### config.mk
export PLATFORM = sky130hd
export DESIGN_NAME = wu_antialiased_line_top_flat
export DESIGN_NICKNAME = d
export VERILOG_FILES = /design/src/sv/wal_pkg.sv /design/src/sv/wal_if.sv /design/src/sv/wu_antialiased_line_top.sv /design/src/flat_wrapper.sv
export SDC_FILE = /design/constraint.sdc
export NUM_CORES = 2
export LEC_CHECK = 0
export BUFFER_PORTS_ARGS = -buffer_cell sky130_fd_sc_hd__buf_2
export CELL_PAD_IN_SITES_DETAIL_PLACEMENT = 0
export CELL_PAD_IN_SITES_GLOBAL_PLACEMENT = 1
export CORE_ASPECT_RATIO = 0.6
export CORE_UTILIZATION = 25
export DETAILED_ROUTE_END_ITERATION = 16
export GPL_TIMING_DRIVEN = 0
export PLACE_DENSITY = 0.52
export SYNTH_ARGS = -nofsm -noshare
export SYNTH_HDL_FRONTEND = slang
export SYNTH_SLANG_ARGS = --single-unit
### constraint.sdc
create_clock -name clk -period 12.3 [get_ports clk]
set_clock_uncertainty 0.1 [all_clocks]
set_input_delay 0.615 -clock clk [delete_from_list [all_inputs] [get_ports clk]]
set_output_delay 0.615 -clock clk [all_outputs]
set_load 0.01 [all_outputs]
### src/sv/wal_pkg.sv
// ----------------------------------------------------------------------------
// wal_pkg: shared definitions for the antialiased line rasteriser
// Fixed-point formats, field widths, register indexes and the small
// rounding and brightness helpers.
// ----------------------------------------------------------------------------
package wal_pkg;

	localparam int COORD_FRAC_BITS = 6;
	localparam int COORD_INT_BITS  = 12;
	localparam int SLOPE_FRAC_BITS = 16;

	localparam int CW    = COORD_INT_BITS + COORD_FRAC_BITS;   // endpoint coordinate
	localparam int DW    = CW + 1;                             // coordinate difference
	localparam int PW    = COORD_INT_BITS + 1;                 // pixel coordinate
	localparam int VW    = PW + 1;                             // pixel, with guard bit
	localparam int SW    = SLOPE_FRAC_BITS + 2;                // slope, Q1.16 signed
	localparam int QW    = SLOPE_FRAC_BITS + 1;                // quotient magnitude
	localparam int IW    = PW + SLOPE_FRAC_BITS;               // intercept
	localparam int MBW   = COORD_FRAC_BITS + 2;                // narrow multiplier operand
	localparam int GAPW  = COORD_FRAC_BITS + 1;                // x gap
	localparam int PRW   = SW + MBW;                           // product
	localparam int EPCW  = SLOPE_FRAC_BITS + COORD_FRAC_BITS + 1;
	localparam int CNTW  = $clog2(QW);
	localparam int DIMW  = 12;
	localparam int BW    = 8;
	localparam int SLOPE_SHIFT = SLOPE_FRAC_BITS - COORD_FRAC_BITS;
	localparam int COORD_HALF  = 1 << (COORD_FRAC_BITS - 1);

	localparam int CFG_IDX_W = 1;
	localparam logic [CFG_IDX_W-1:0] REG_SCREEN_WIDTH  = 1'd0;
	localparam logic [CFG_IDX_W-1:0] REG_SCREEN_HEIGHT = 1'd1;

	localparam logic [DIMW-1:0] SCREEN_WIDTH_RST  = DIMW'(1024);
	localparam logic [DIMW-1:0] SCREEN_HEIGHT_RST = DIMW'(768);

	localparam logic CMD_LOAD = 1'b0;
	localparam logic CMD_STEP = 1'b1;

	// round half away from zero to a whole pixel
	function automatic logic signed [PW-1:0] rnd_coord(input logic signed [CW-1:0] v);
		logic signed [DW-1:0] ve;
		logic [DW-1:0] mag;
		logic [DW-1:0] r;
		ve  = DW'(v);
		mag = ve[DW-1] ? -ve : ve;
		r   = (mag + DW'(COORD_HALF)) >> COORD_FRAC_BITS;
		return ve[DW-1] ? -PW'(r) : PW'(r);
	endfunction

	// coverage with SLOPE+COORD fraction bits -> 0..255
	function automatic logic [BW-1:0] bright_ep(input logic [EPCW-1:0] c);
		logic [EPCW+8:0] t;
		logic [EPCW+8-(SLOPE_FRAC_BITS+COORD_FRAC_BITS):0] b;
		t = {1'b0, c, 8'b0} - (EPCW+9)'(c)
		    + (EPCW+9)'(1 << (SLOPE_FRAC_BITS + COORD_FRAC_BITS - 1));
		b = t[EPCW+8:SLOPE_FRAC_BITS+COORD_FRAC_BITS];
		return (b > 255) ? 8'hFF : b[BW-1:0];
	endfunction

	// coverage with SLOPE fraction bits -> 0..255
	function automatic logic [BW-1:0] bright_in(input logic [QW-1:0] c);
		logic [QW+8:0] t;
		logic [QW+8-SLOPE_FRAC_BITS:0] b;
		t = {1'b0, c, 8'b0} - (QW+9)'(c) + (QW+9)'(1 << (SLOPE_FRAC_BITS - 1));
		b = t[QW+8:SLOPE_FRAC_BITS];
		return (b > 255) ? 8'hFF : b[BW-1:0];
	endfunction

endpackage

### src/sv/wal_if.sv
// ----------------------------------------------------------------------------
// wal_if: valid/ready channels of the antialiased line rasteriser
// Command words in, pixel words out.
// ----------------------------------------------------------------------------
interface wal_in_if import wal_pkg::*; ();
	logic                 valid;
	logic                 ready;
	logic                 cmd;
	logic signed [CW-1:0] start_x;
	logic signed [CW-1:0] start_y;
	logic signed [CW-1:0] end_x;
	logic signed [CW-1:0] end_y;

	modport source (output valid, cmd, start_x, start_y, end_x, end_y, input ready);
	modport sink   (input valid, cmd, start_x, start_y, end_x, end_y, output ready);
endinterface

interface wal_out_if import wal_pkg::*; ();
	logic                 valid;
	logic                 ready;
	logic signed [PW-1:0] pixel_x;
	logic signed [PW-1:0] pixel_y;
	logic [BW-1:0]        brightness;
	logic                 visible;
	logic                 run_last;
	logic                 line_done;

	modport source (output valid, pixel_x, pixel_y, brightness, visible, run_last,
		line_done, input ready);
	modport sink   (input valid, pixel_x, pixel_y, brightness, visible, run_last,
		line_done, output ready);
endinterface

### src/sv/wu_antialiased_line_top.sv
// ----------------------------------------------------------------------------
// wu_antialiased_line_top: Wu antialiased line rasteriser, fixed point
// Sequenced datapath around one divider step and one shared multiplier.
// ----------------------------------------------------------------------------
// A load word (cmd 0) carries two Q12.6 endpoints. The block swaps the axes
// for steep lines, orders the endpoints so the major coordinate grows, forms
// the Q1.16 gradient with a restoring divider (one quotient bit per cycle)
// and then emits the four endpoint pixels weighted by their x gaps. A load
// takes the word, swaps and orders the endpoints, runs the divider, places
// both endpoints on the minor axis through the shared multiplier, and then
// multiplies and emits each endpoint pixel in turn. A step word (cmd 1)
// emits the two pixels of the next interior column, one per cycle through
// the single output register while that register is free; a step with no
// line loaded is swallowed with no pixels. Equal endpoints give one
// full-brightness pixel. Off-screen pixels are still emitted, with visible
// low. The input is ready only while the sequencer is idle; the last pixel
// may still sit in the output register while the next word is taken.
// screen_width and screen_height are written through cfg_we/cfg_index/
// cfg_data; the user must write them while the block is idle (not enforced).
// ----------------------------------------------------------------------------
module wu_antialiased_line_top import wal_pkg::*; (
	input  logic                 clk,
	input  logic                 arst_n,
	wal_in_if.sink               line_in,
	wal_out_if.source            pix_out,
	input  logic                 cfg_we,
	input  logic [CFG_IDX_W-1:0] cfg_index,
	input  logic [DIMW-1:0]      cfg_data
);

	typedef enum logic [3:0] {
		S_IDLE,
		S_SWAP,   // steep test and axis swap
		S_ORDER,  // endpoint order, dx and |dy|
		S_ZERO,   // degenerate line: single pixel
		S_DIV,    // one quotient bit a cycle
		S_YSR,    // round endpoint, x offset and gap
		S_YSM,    // slope * offset
		S_YSA,    // minor coordinate at rounded x
		S_EPM,    // endpoint coverage product
		S_EPO,    // endpoint pixel out
		S_STEP    // interior column, two pixels
	} state_t;

	state_t state_q;

	// screen size registers
	logic [DIMW-1:0] screen_width_q;
	logic [DIMW-1:0] screen_height_q;

	// line set-up
	logic signed [CW-1:0]   x0_q, y0_q, x1_q, y1_q;
	logic                   steep_q;
	logic                   active_q;
	logic                   inner_q;
	logic                   ep_q;
	logic                   dyneg_q;
	logic [DW-1:0]          dx_q;
	logic [DW:0]            rem_q;
	logic [QW-1:0]          quo_q;
	logic [CNTW-1:0]        cnt_q;
	logic signed [SW-1:0]   slope_q;
	logic signed [PW-1:0]   xr1_q, xr2_q;
	logic signed [MBW-1:0]  mdelta_q;
	logic [GAPW-1:0]        gap1_q, gap2_q;
	logic signed [PRW-1:0]  prod_q;
	logic signed [IW-1:0]   ys1_q, ys2_q;
	logic signed [IW-1:0]   intercept_q;
	logic signed [PW-1:0]   column_q, last_column_q;
	logic [1:0]             pix_idx_q;

	// output register
	logic                   out_valid_q;
	logic signed [PW-1:0]   out_x_q, out_y_q;
	logic [BW-1:0]          out_bright_q;
	logic                   out_vis_q, out_last_q, out_done_q;

	// ---------------- combinational datapath ----------------
	logic                   slot_free;

	// swap stage
	logic signed [DW-1:0]   sw_ddx, sw_ddy;
	logic [DW-1:0]          sw_adx, sw_ady;
	logic                   sw_steep;

	// order stage
	logic                   or_swap;
	logic signed [CW-1:0]   or_a0, or_b0, or_a1, or_b1;
	logic signed [DW-1:0]   or_dx, or_dy;

	// divider step
	logic [DW:0]            dv_trial, dv_diff;
	logic                   dv_ge;
	logic [QW-1:0]          dv_quo;

	// endpoint placement
	logic signed [CW-1:0]   ys_x, ys_y;
	logic signed [PW-1:0]   ys_xr;
	logic [COORD_FRAC_BITS-1:0] ys_low;
	logic signed [IW-1:0]   ys_sum;

	// shared multiplier
	logic signed [SW-1:0]   mul_a;
	logic signed [MBW-1:0]  mul_b;
	logic signed [PRW-1:0]  mul_p;

	// pixel emission
	logic signed [IW-1:0]   ep_ys;
	logic [SLOPE_FRAC_BITS-1:0] ep_fy;
	logic [QW-1:0]          ep_cov;
	logic [SLOPE_FRAC_BITS-1:0] st_f;
	logic                   st_done;
	logic                   em_fire;
	logic signed [VW-1:0]   em_major, em_minor;
	logic [BW-1:0]          em_bright;
	logic                   em_last, em_done;
	logic signed [VW-1:0]   em_px, em_py;
	logic                   em_vis;

	assign slot_free     = !out_valid_q || pix_out.ready;
	assign line_in.ready = (state_q == S_IDLE);

	// steep test: |dy| > |dx|
	always_comb begin
		sw_ddx   = DW'(x1_q) - DW'(x0_q);
		sw_ddy   = DW'(y1_q) - DW'(y0_q);
		sw_adx   = sw_ddx[DW-1] ? -sw_ddx : sw_ddx;
		sw_ady   = sw_ddy[DW-1] ? -sw_ddy : sw_ddy;
		sw_steep = sw_ady > sw_adx;
	end

	// ordering so that the major coordinate grows
	always_comb begin
		or_swap = x0_q > x1_q;
		or_a0   = or_swap ? x1_q : x0_q;
		or_b0   = or_swap ? y1_q : y0_q;
		or_a1   = or_swap ? x0_q : x1_q;
		or_b1   = or_swap ? y0_q : y1_q;
		or_dx   = DW'(or_a1) - DW'(or_a0);
		or_dy   = DW'(or_b1) - DW'(or_b0);
	end

	// restoring divider: no shift on the first step, |dy| <= dx
	always_comb begin
		dv_trial = (cnt_q == '0) ? rem_q : {rem_q[DW-1:0], 1'b0};
		dv_diff  = dv_trial - {1'b0, dx_q};
		dv_ge    = dv_trial >= {1'b0, dx_q};
		dv_quo   = {quo_q[QW-2:0], dv_ge};
	end

	// endpoint on the minor axis
	always_comb begin
		ys_x   = ep_q ? x1_q : x0_q;
		ys_y   = ep_q ? y1_q : y0_q;
		ys_xr  = rnd_coord(ys_x);
		ys_low = ys_x[COORD_FRAC_BITS-1:0] + COORD_FRAC_BITS'(COORD_HALF);
		ys_sum = (IW'(ys_y) <<< SLOPE_SHIFT) + IW'(prod_q >>> COORD_FRAC_BITS);
	end

	// endpoint coverage terms
	always_comb begin
		ep_ys  = pix_idx_q[1] ? ys2_q : ys1_q;
		ep_fy  = ep_ys[SLOPE_FRAC_BITS-1:0];
		ep_cov = pix_idx_q[0] ? {1'b0, ep_fy}
		                      : QW'(1 << SLOPE_FRAC_BITS) - {1'b0, ep_fy};
	end

	// the one multiplier, shared between placement and coverage
	always_comb begin
		mul_a = '0;
		mul_b = '0;
		case (state_q)
			S_YSM: begin
				mul_a = slope_q;
				mul_b = mdelta_q;
			end
			S_EPM: begin
				mul_a = SW'(ep_cov);
				mul_b = MBW'(pix_idx_q[1] ? gap2_q : gap1_q);
			end
			default: begin
				mul_a = '0;
				mul_b = '0;
			end
		endcase
		mul_p = mul_a * mul_b;
	end

	// pixel selection
	always_comb begin
		st_f      = intercept_q[SLOPE_FRAC_BITS-1:0];
		st_done   = (VW'(column_q) + VW'(1)) >= VW'(last_column_q);
		em_fire   = 1'b0;
		em_major  = '0;
		em_minor  = '0;
		em_bright = '0;
		em_last   = 1'b0;
		em_done   = 1'b0;
		case (state_q)
			S_ZERO: begin
				em_fire   = slot_free;
				em_major  = VW'(rnd_coord(x0_q));
				em_minor  = VW'(rnd_coord(y0_q));
				em_bright = 8'hFF;
				em_last   = 1'b1;
				em_done   = 1'b1;
			end
			S_EPO: begin
				em_fire   = slot_free;
				em_major  = VW'(pix_idx_q[1] ? xr2_q : xr1_q);
				em_minor  = VW'(signed'(ep_ys[IW-1:SLOPE_FRAC_BITS]))
				            + {{(VW-1){1'b0}}, pix_idx_q[0]};
				em_bright = bright_ep(prod_q[EPCW-1:0]);
				em_last   = (pix_idx_q == 2'd3);
				em_done   = (pix_idx_q == 2'd3) && !inner_q;
			end
			S_STEP: begin
				em_fire   = slot_free;
				em_major  = VW'(column_q);
				em_minor  = VW'(signed'(intercept_q[IW-1:SLOPE_FRAC_BITS]))
				            + {{(VW-1){1'b0}}, pix_idx_q[0]};
				em_bright = bright_in(pix_idx_q[0] ? {1'b0, st_f}
				                      : QW'(1 << SLOPE_FRAC_BITS) - {1'b0, st_f});
				em_last   = pix_idx_q[0];
				em_done   = pix_idx_q[0] && st_done;
			end
			default: begin
				em_fire = 1'b0;
			end
		endcase
		em_px  = steep_q ? em_minor : em_major;
		em_py  = steep_q ? em_major : em_minor;
		em_vis = !em_px[VW-1] && !em_py[VW-1]
		         && (em_px < VW'(screen_width_q)) && (em_py < VW'(screen_height_q));
	end

	// ---------------- configuration ----------------
	always_ff @(posedge clk or negedge arst_n) begin
		if (!arst_n) begin
			screen_width_q  <= SCREEN_WIDTH_RST;
			screen_height_q <= SCREEN_HEIGHT_RST;
		end else if (cfg_we) begin
			case (cfg_index)
				REG_SCREEN_WIDTH:  screen_width_q  <= cfg_data;
				REG_SCREEN_HEIGHT: screen_height_q <= cfg_data;
				default: ;
			endcase
		end
	end

	// ---------------- sequencer ----------------
	always_ff @(posedge clk or negedge arst_n) begin
		if (!arst_n) begin
			state_q       <= S_IDLE;
			x0_q          <= '0;
			y0_q          <= '0;
			x1_q          <= '0;
			y1_q          <= '0;
			steep_q       <= 1'b0;
			active_q      <= 1'b0;
			inner_q       <= 1'b0;
			ep_q          <= 1'b0;
			dyneg_q       <= 1'b0;
			dx_q          <= '0;
			rem_q         <= '0;
			quo_q         <= '0;
			cnt_q         <= '0;
			slope_q       <= '0;
			xr1_q         <= '0;
			xr2_q         <= '0;
			mdelta_q      <= '0;
			gap1_q        <= '0;
			gap2_q        <= '0;
			prod_q        <= '0;
			ys1_q         <= '0;
			ys2_q         <= '0;
			intercept_q   <= '0;
			column_q      <= '0;
			last_column_q <= '0;
			pix_idx_q     <= '0;
			out_valid_q   <= 1'b0;
			out_x_q       <= '0;
			out_y_q       <= '0;
			out_bright_q  <= '0;
			out_vis_q     <= 1'b0;
			out_last_q    <= 1'b0;
			out_done_q    <= 1'b0;
		end else begin
			// output register
			if (em_fire) begin
				out_valid_q  <= 1'b1;
				out_x_q      <= em_px[PW-1:0];
				out_y_q      <= em_py[PW-1:0];
				out_bright_q <= em_bright;
				out_vis_q    <= em_vis;
				out_last_q   <= em_last;
				out_done_q   <= em_done;
			end else if (pix_out.ready) begin
				out_valid_q <= 1'b0;
			end

			case (state_q)
				S_IDLE: begin
					if (line_in.valid) begin
						if (line_in.cmd == CMD_STEP) begin
							if (active_q) begin
								pix_idx_q <= 2'd0;
								state_q   <= S_STEP;
							end
						end else begin
							x0_q     <= line_in.start_x;
							y0_q     <= line_in.start_y;
							x1_q     <= line_in.end_x;
							y1_q     <= line_in.end_y;
							active_q <= 1'b0;
							state_q  <= S_SWAP;
						end
					end
				end
				S_SWAP: begin
					steep_q <= sw_steep;
					if (sw_steep) begin
						x0_q <= y0_q;
						y0_q <= x0_q;
						x1_q <= y1_q;
						y1_q <= x1_q;
					end
					state_q <= S_ORDER;
				end
				S_ORDER: begin
					x0_q    <= or_a0;
					y0_q    <= or_b0;
					x1_q    <= or_a1;
					y1_q    <= or_b1;
					dx_q    <= or_dx;
					dyneg_q <= or_dy[DW-1];
					rem_q   <= (DW+1)'(or_dy[DW-1] ? -or_dy : or_dy);
					cnt_q   <= '0;
					state_q <= (or_dx == '0) ? S_ZERO : S_DIV;
				end
				S_ZERO: begin
					if (em_fire)
						state_q <= S_IDLE;
				end
				S_DIV: begin
					rem_q <= dv_ge ? dv_diff : dv_trial;
					quo_q <= dv_quo;
					cnt_q <= cnt_q + CNTW'(1);
					if (cnt_q == CNTW'(SLOPE_FRAC_BITS)) begin
						slope_q <= dyneg_q ? -SW'(dv_quo) : SW'(dv_quo);
						ep_q    <= 1'b0;
						state_q <= S_YSR;
					end
				end
				S_YSR: begin
					mdelta_q <= MBW'((DW'(ys_xr) <<< COORD_FRAC_BITS) - DW'(ys_x));
					if (ep_q) begin
						xr2_q  <= ys_xr;
						gap2_q <= {1'b0, ys_low};
					end else begin
						xr1_q  <= ys_xr;
						gap1_q <= GAPW'(1 << COORD_FRAC_BITS) - {1'b0, ys_low};
					end
					state_q <= S_YSM;
				end
				S_YSM: begin
					prod_q  <= mul_p;
					state_q <= S_YSA;
				end
				S_YSA: begin
					if (ep_q) begin
						ys2_q         <= ys_sum;
						intercept_q   <= ys1_q + IW'(slope_q);
						column_q      <= xr1_q + PW'(1);
						last_column_q <= xr2_q;
						inner_q       <= (xr1_q + PW'(1)) < xr2_q;
						active_q      <= (xr1_q + PW'(1)) < xr2_q;
						pix_idx_q     <= 2'd0;
						state_q       <= S_EPM;
					end else begin
						ys1_q   <= ys_sum;
						ep_q    <= 1'b1;
						state_q <= S_YSR;
					end
				end
				S_EPM: begin
					prod_q  <= mul_p;
					state_q <= S_EPO;
				end
				S_EPO: begin
					if (em_fire) begin
						pix_idx_q <= pix_idx_q + 2'd1;
						state_q   <= (pix_idx_q == 2'd3) ? S_IDLE : S_EPM;
					end
				end
				S_STEP: begin
					if (em_fire) begin
						pix_idx_q <= pix_idx_q + 2'd1;
						if (pix_idx_q[0]) begin
							intercept_q <= intercept_q + IW'(slope_q);
							column_q    <= column_q + PW'(1);
							active_q    <= !st_done;
							state_q     <= S_IDLE;
						end
					end
				end
				default: begin
					state_q <= S_IDLE;
				end
			endcase
		end
	end

	assign pix_out.valid      = out_valid_q;
	assign pix_out.pixel_x    = out_x_q;
	assign pix_out.pixel_y    = out_y_q;
	assign pix_out.brightness = out_bright_q;
	assign pix_out.visible    = out_vis_q;
	assign pix_out.run_last   = out_last_q;
	assign pix_out.line_done  = out_done_q;

endmodule
### src/flat_wrapper.sv
// flat-port wrapper written by rule: the top's interface ports become plain ports
module wu_antialiased_line_top_flat import wal_pkg::*;
  (clk, arst_n, cfg_we, cfg_index, cfg_data, line_in_valid, line_in_cmd, line_in_start_x, line_in_start_y, line_in_end_x, line_in_end_y, line_in_ready, pix_out_valid, pix_out_pixel_x, pix_out_pixel_y, pix_out_brightness, pix_out_visible, pix_out_run_last, pix_out_line_done, pix_out_ready);
  wal_in_if line_in_i ();
  wal_out_if pix_out_i ();
  input  logic clk;
  input  logic arst_n;
  input  logic cfg_we;
  input  logic [CFG_IDX_W-1:0] cfg_index;
  input  logic [DIMW-1:0] cfg_data;
  input wire logic [$bits(line_in_i.valid)-1:0] line_in_valid;
  input wire logic [$bits(line_in_i.cmd)-1:0] line_in_cmd;
  input wire logic [$bits(line_in_i.start_x)-1:0] line_in_start_x;
  input wire logic [$bits(line_in_i.start_y)-1:0] line_in_start_y;
  input wire logic [$bits(line_in_i.end_x)-1:0] line_in_end_x;
  input wire logic [$bits(line_in_i.end_y)-1:0] line_in_end_y;
  output wire logic [$bits(line_in_i.ready)-1:0] line_in_ready;
  output wire logic [$bits(pix_out_i.valid)-1:0] pix_out_valid;
  output wire logic [$bits(pix_out_i.pixel_x)-1:0] pix_out_pixel_x;
  output wire logic [$bits(pix_out_i.pixel_y)-1:0] pix_out_pixel_y;
  output wire logic [$bits(pix_out_i.brightness)-1:0] pix_out_brightness;
  output wire logic [$bits(pix_out_i.visible)-1:0] pix_out_visible;
  output wire logic [$bits(pix_out_i.run_last)-1:0] pix_out_run_last;
  output wire logic [$bits(pix_out_i.line_done)-1:0] pix_out_line_done;
  input wire logic [$bits(pix_out_i.ready)-1:0] pix_out_ready;
  assign line_in_i.valid = line_in_valid;
  assign line_in_i.cmd = line_in_cmd;
  assign line_in_i.start_x = line_in_start_x;
  assign line_in_i.start_y = line_in_start_y;
  assign line_in_i.end_x = line_in_end_x;
  assign line_in_i.end_y = line_in_end_y;
  assign line_in_ready = line_in_i.ready;
  assign pix_out_valid = pix_out_i.valid;
  assign pix_out_pixel_x = pix_out_i.pixel_x;
  assign pix_out_pixel_y = pix_out_i.pixel_y;
  assign pix_out_brightness = pix_out_i.brightness;
  assign pix_out_visible = pix_out_i.visible;
  assign pix_out_run_last = pix_out_i.run_last;
  assign pix_out_line_done = pix_out_i.line_done;
  assign pix_out_i.ready = pix_out_ready;
  wu_antialiased_line_top u_core (.clk(clk), .arst_n(arst_n), .line_in(line_in_i), .pix_out(pix_out_i), .cfg_we(cfg_we), .cfg_index(cfg_index), .cfg_data(cfg_data));
endmodule
==> impl_metrics.yaml <==
placement:
  post-dp-hpwl_um: 150000
  dp.cells: 7090
  place.gp.congestion: 0.990
  portBuffers: 129
global_route:
  grt_max_degree: 103
  grt_pass1_wl_um: 263000
  track_usage_pct: 22.8
  grt_antenna_before_repair: 11
  grt_overflow_total: 0
  grt_pass1_vias: 35700
cells_and_area:
  final_cell_mix: "nand2_1, nor2_1, dfrtp_1"
  fin_nets: 5547
  final_common_cell: "nand2_1"
  final_cells: 7186
  areaGrowthSynthToFinish_pct: 12.9
  final_layout_size_suffix_gt1_share_pct: 8.06
sta:
  fin_crit_sh_pct: 95.2
  slew_headroom_pct: 2.64
  finalSetupViolCount: 0
  fmax_mhz: 85.4
  rsz0062_at_grt: "no"
  final_hold_viol_count: 0
  hold_slack_ps: 79.3
  worst_pin_slew_ps: 1460
  fin_crit_ps: 11710
  slew_violations: 0
critical_path:
  cp_max_fo: 10
  reg2reg_setup_slack_ps: 590
  cp_data_required_time_ps: 12680
  critPathLaunchType: "register"
  critPathMaxStageDelay_ps: 720
  crit_arrival_ps: 12100
  crit_path_end_kind: "register"
  slowest_stage: "clkdlybuf4s15_2"
  path_class: "reg -> reg"
synthesis:
  ys_ff_latch: 409
  avgSynthCellArea_um2: 8.18
  ys_types: 96
  async_reset_ff_share_pct: 100
  yosys_warnings: 0
  synth_nets: 5358
  synth_edf_count: 0
  ys.flop_type: "dfrtp_1"
  synth-seq-area-share_pct: 25.8
  postSynthCellCount: 4845
  synth_area_um2: 39600
route:
  detail_route.wl_per_cell_um: 25.8
  detail-route-antenna-nets: 0
  via_count: 38000
  dr.pass1.iters: 13
  drc_errors: 0
  via_per_inst: 5.29
  routed_wl_um: 185000
  drt_iter0_drc: 4508
die:
  core_um2: 156000
  die_area_um2: 160000
  io_pins: 130
  dieWidth_um: 516
  start_util_pct: 25.4
  fp.dieH_um: 310
  row_count: 112
clock_tree:
  clk_latency_ps: 670
  tritoncts: "done"
  numClockSinks: 409
  cts-root-buf: "clkbuf_16"
  htree_levels: 2
  cts_buffers: 48
  clk_path_buf_depth: 3
  clkTransAtPathRegs_ps: 70
run_status:
  status: "complete, no violations"
flow_run:
  cap_violations: 0
min_path:
  hp-class: "in -> reg"
[timing repair]
action	CTS	global route
hold buffers	1	0
buffers inserted	0	0
setup endpoints to repair	4	3
hold endpoints to repair	54	0
resized for setup	6	6
[area by class of cell]
cell class,count,area [µm²]
plain buffers,266,1040
diodes,4,10.0
repair buffers,139,821
multi-input cells,3811,27100
clock buffers,58,1290
well taps,2109,2640
inverters,359,1350
fillers,17100,112000
clock inverters,31,305
flip-flops and latches,409,10200
[per-layer routing]
metal | share of wire [%] | GRT usage (%) | vias up | wire length [µm]
met3 | 12 | 8.97 | 123 | 21700
met2 | 34 | 26.9 | 1505 | 62700
met1 | 53 | 37.0 | 18900 | 98600
li1 | - | - | 17500 | -
met5 | 0.019 | 0 | - | 36
met4 | 1.3 | 3.33 | 6 | 2450
[sequential cells by signal, indices dropped and copies added, names as in the netlist, 12 cells and up]
register / flops
u_core.y1_q: 18
u_core.pix_out.pixel_y: 13
u_core.screen_height_q: 12
u_core.last_column_q: 13
u_core.prod_q: 26
u_core.xr1_q: 13
u_core.column_q: 13
u_core.screen_width_q: 12
u_core.slope_q: 18
u_core.x0_q: 18
u_core.quo_q: 16
u_core.x1_q: 18
u_core.dx_q: 19
u_core.ys1_q: 29
u_core.xr2_q: 13
u_core.intercept_q: 29
u_core.ys2_q: 29
u_core.rem_q: 20
u_core.y0_q: 18
u_core.pix_out.pixel_x: 13
[final timing paths]
path,startpoint,endpoint,cells past startpoint
max,u_core.pix_idx_q[1],u_core.prod_q[24],31
min,cfg_data[8],u_core.screen_width_q[8],3
max reg2reg,u_core.pix_idx_q[1],u_core.prod_q[24],31
min reg2reg,u_core.gap1_q[3],u_core.gap1_q[3],2
max in group asynchronous,arst_n,u_core.intercept_q[18],5
min in group asynchronous,arst_n,u_core.rem_q[11],2
[Yosys cell counts, types with 26 or more instances]
cell type / n / share of area (%)
fa_1: 120 / 6.1
nor3_1: 78 / 0.98
mux2i_1: 94 / 2.4
buf_1: 26 / 0.25
a31oi_1: 42 / 0.66
nand4_1: 38 / 0.60
xor2_1: 130 / 2.9
dfrtp_1: 406 / 26
o2bb2ai_1: 73 / 1.6
o22ai_1: 30 / 0.47
mux2_2: 95 / 2.7
nor4_1: 29 / 0.46
o21a_1: 46 / 0.87
or3_1: 32 / 0.50
a21oi_1: 263 / 3.3
clkbuf_1: 227 / 2.1
and2_1: 29 / 0.46
a21o_1: 65 / 1.2
nand3_1: 86 / 1.1
or2_2: 36 / 0.57
a22oi_1: 31 / 0.59
o21ai_0: 347 / 4.4
and3_1: 38 / 0.60
nand2b_1: 63 / 0.99
o21ai_1: 31 / 0.39
inv_1: 355 / 3.4
nand2_1: 584 / 5.5
xnor2_1: 232 / 5.1
o31ai_1: 26 / 0.49
nor2_1: 411 / 3.9
a222oi_1: 73 / 1.8
nor2b_1: 68 / 1.1
ha_1: 302 / 9.5
[cells by family (layout without fill, tap and decap cells)]
kind of cell    after synthesis  in the layout  synth area share, %
compound gates             1269           1269                 21.1
xor+xnor                    362            362                 8.00
fa+ha+maj                   422            422                 15.6
buf+inv                     625            853                 5.99
flops                       409            409                 25.8
mux                         189            189                 5.07
other cells                   0              4                    0
simple gates               1569           1569                 18.4
[critical path: cells and delay by family (launching register included)]
family          cells  cell delay, ps
mux                 1             300
xor+xnor            1             340
flops               1             350
compound gates     12            3570
buf+inv             8            3940
simple gates        4             540
fa+ha+maj           5            2390
[through the flow]
stage                     util [%]  cell area [µm²]  worst slack (ps)  setup TNS, ps
final                         28.6            44800               586              0
after global routing          28.6            44700               173              0
after CTS                     28.6            44700              59.8              0
after detailed placement      27.6            43100              -672          -1590
after global placement        27.5            42900              -704          -1580
after floorplan                  -            39600              3670              0
Power is left out: the tool's default activity adds up to more than one toggle a clock period on the data nets, which glitch-free logic cannot reach.
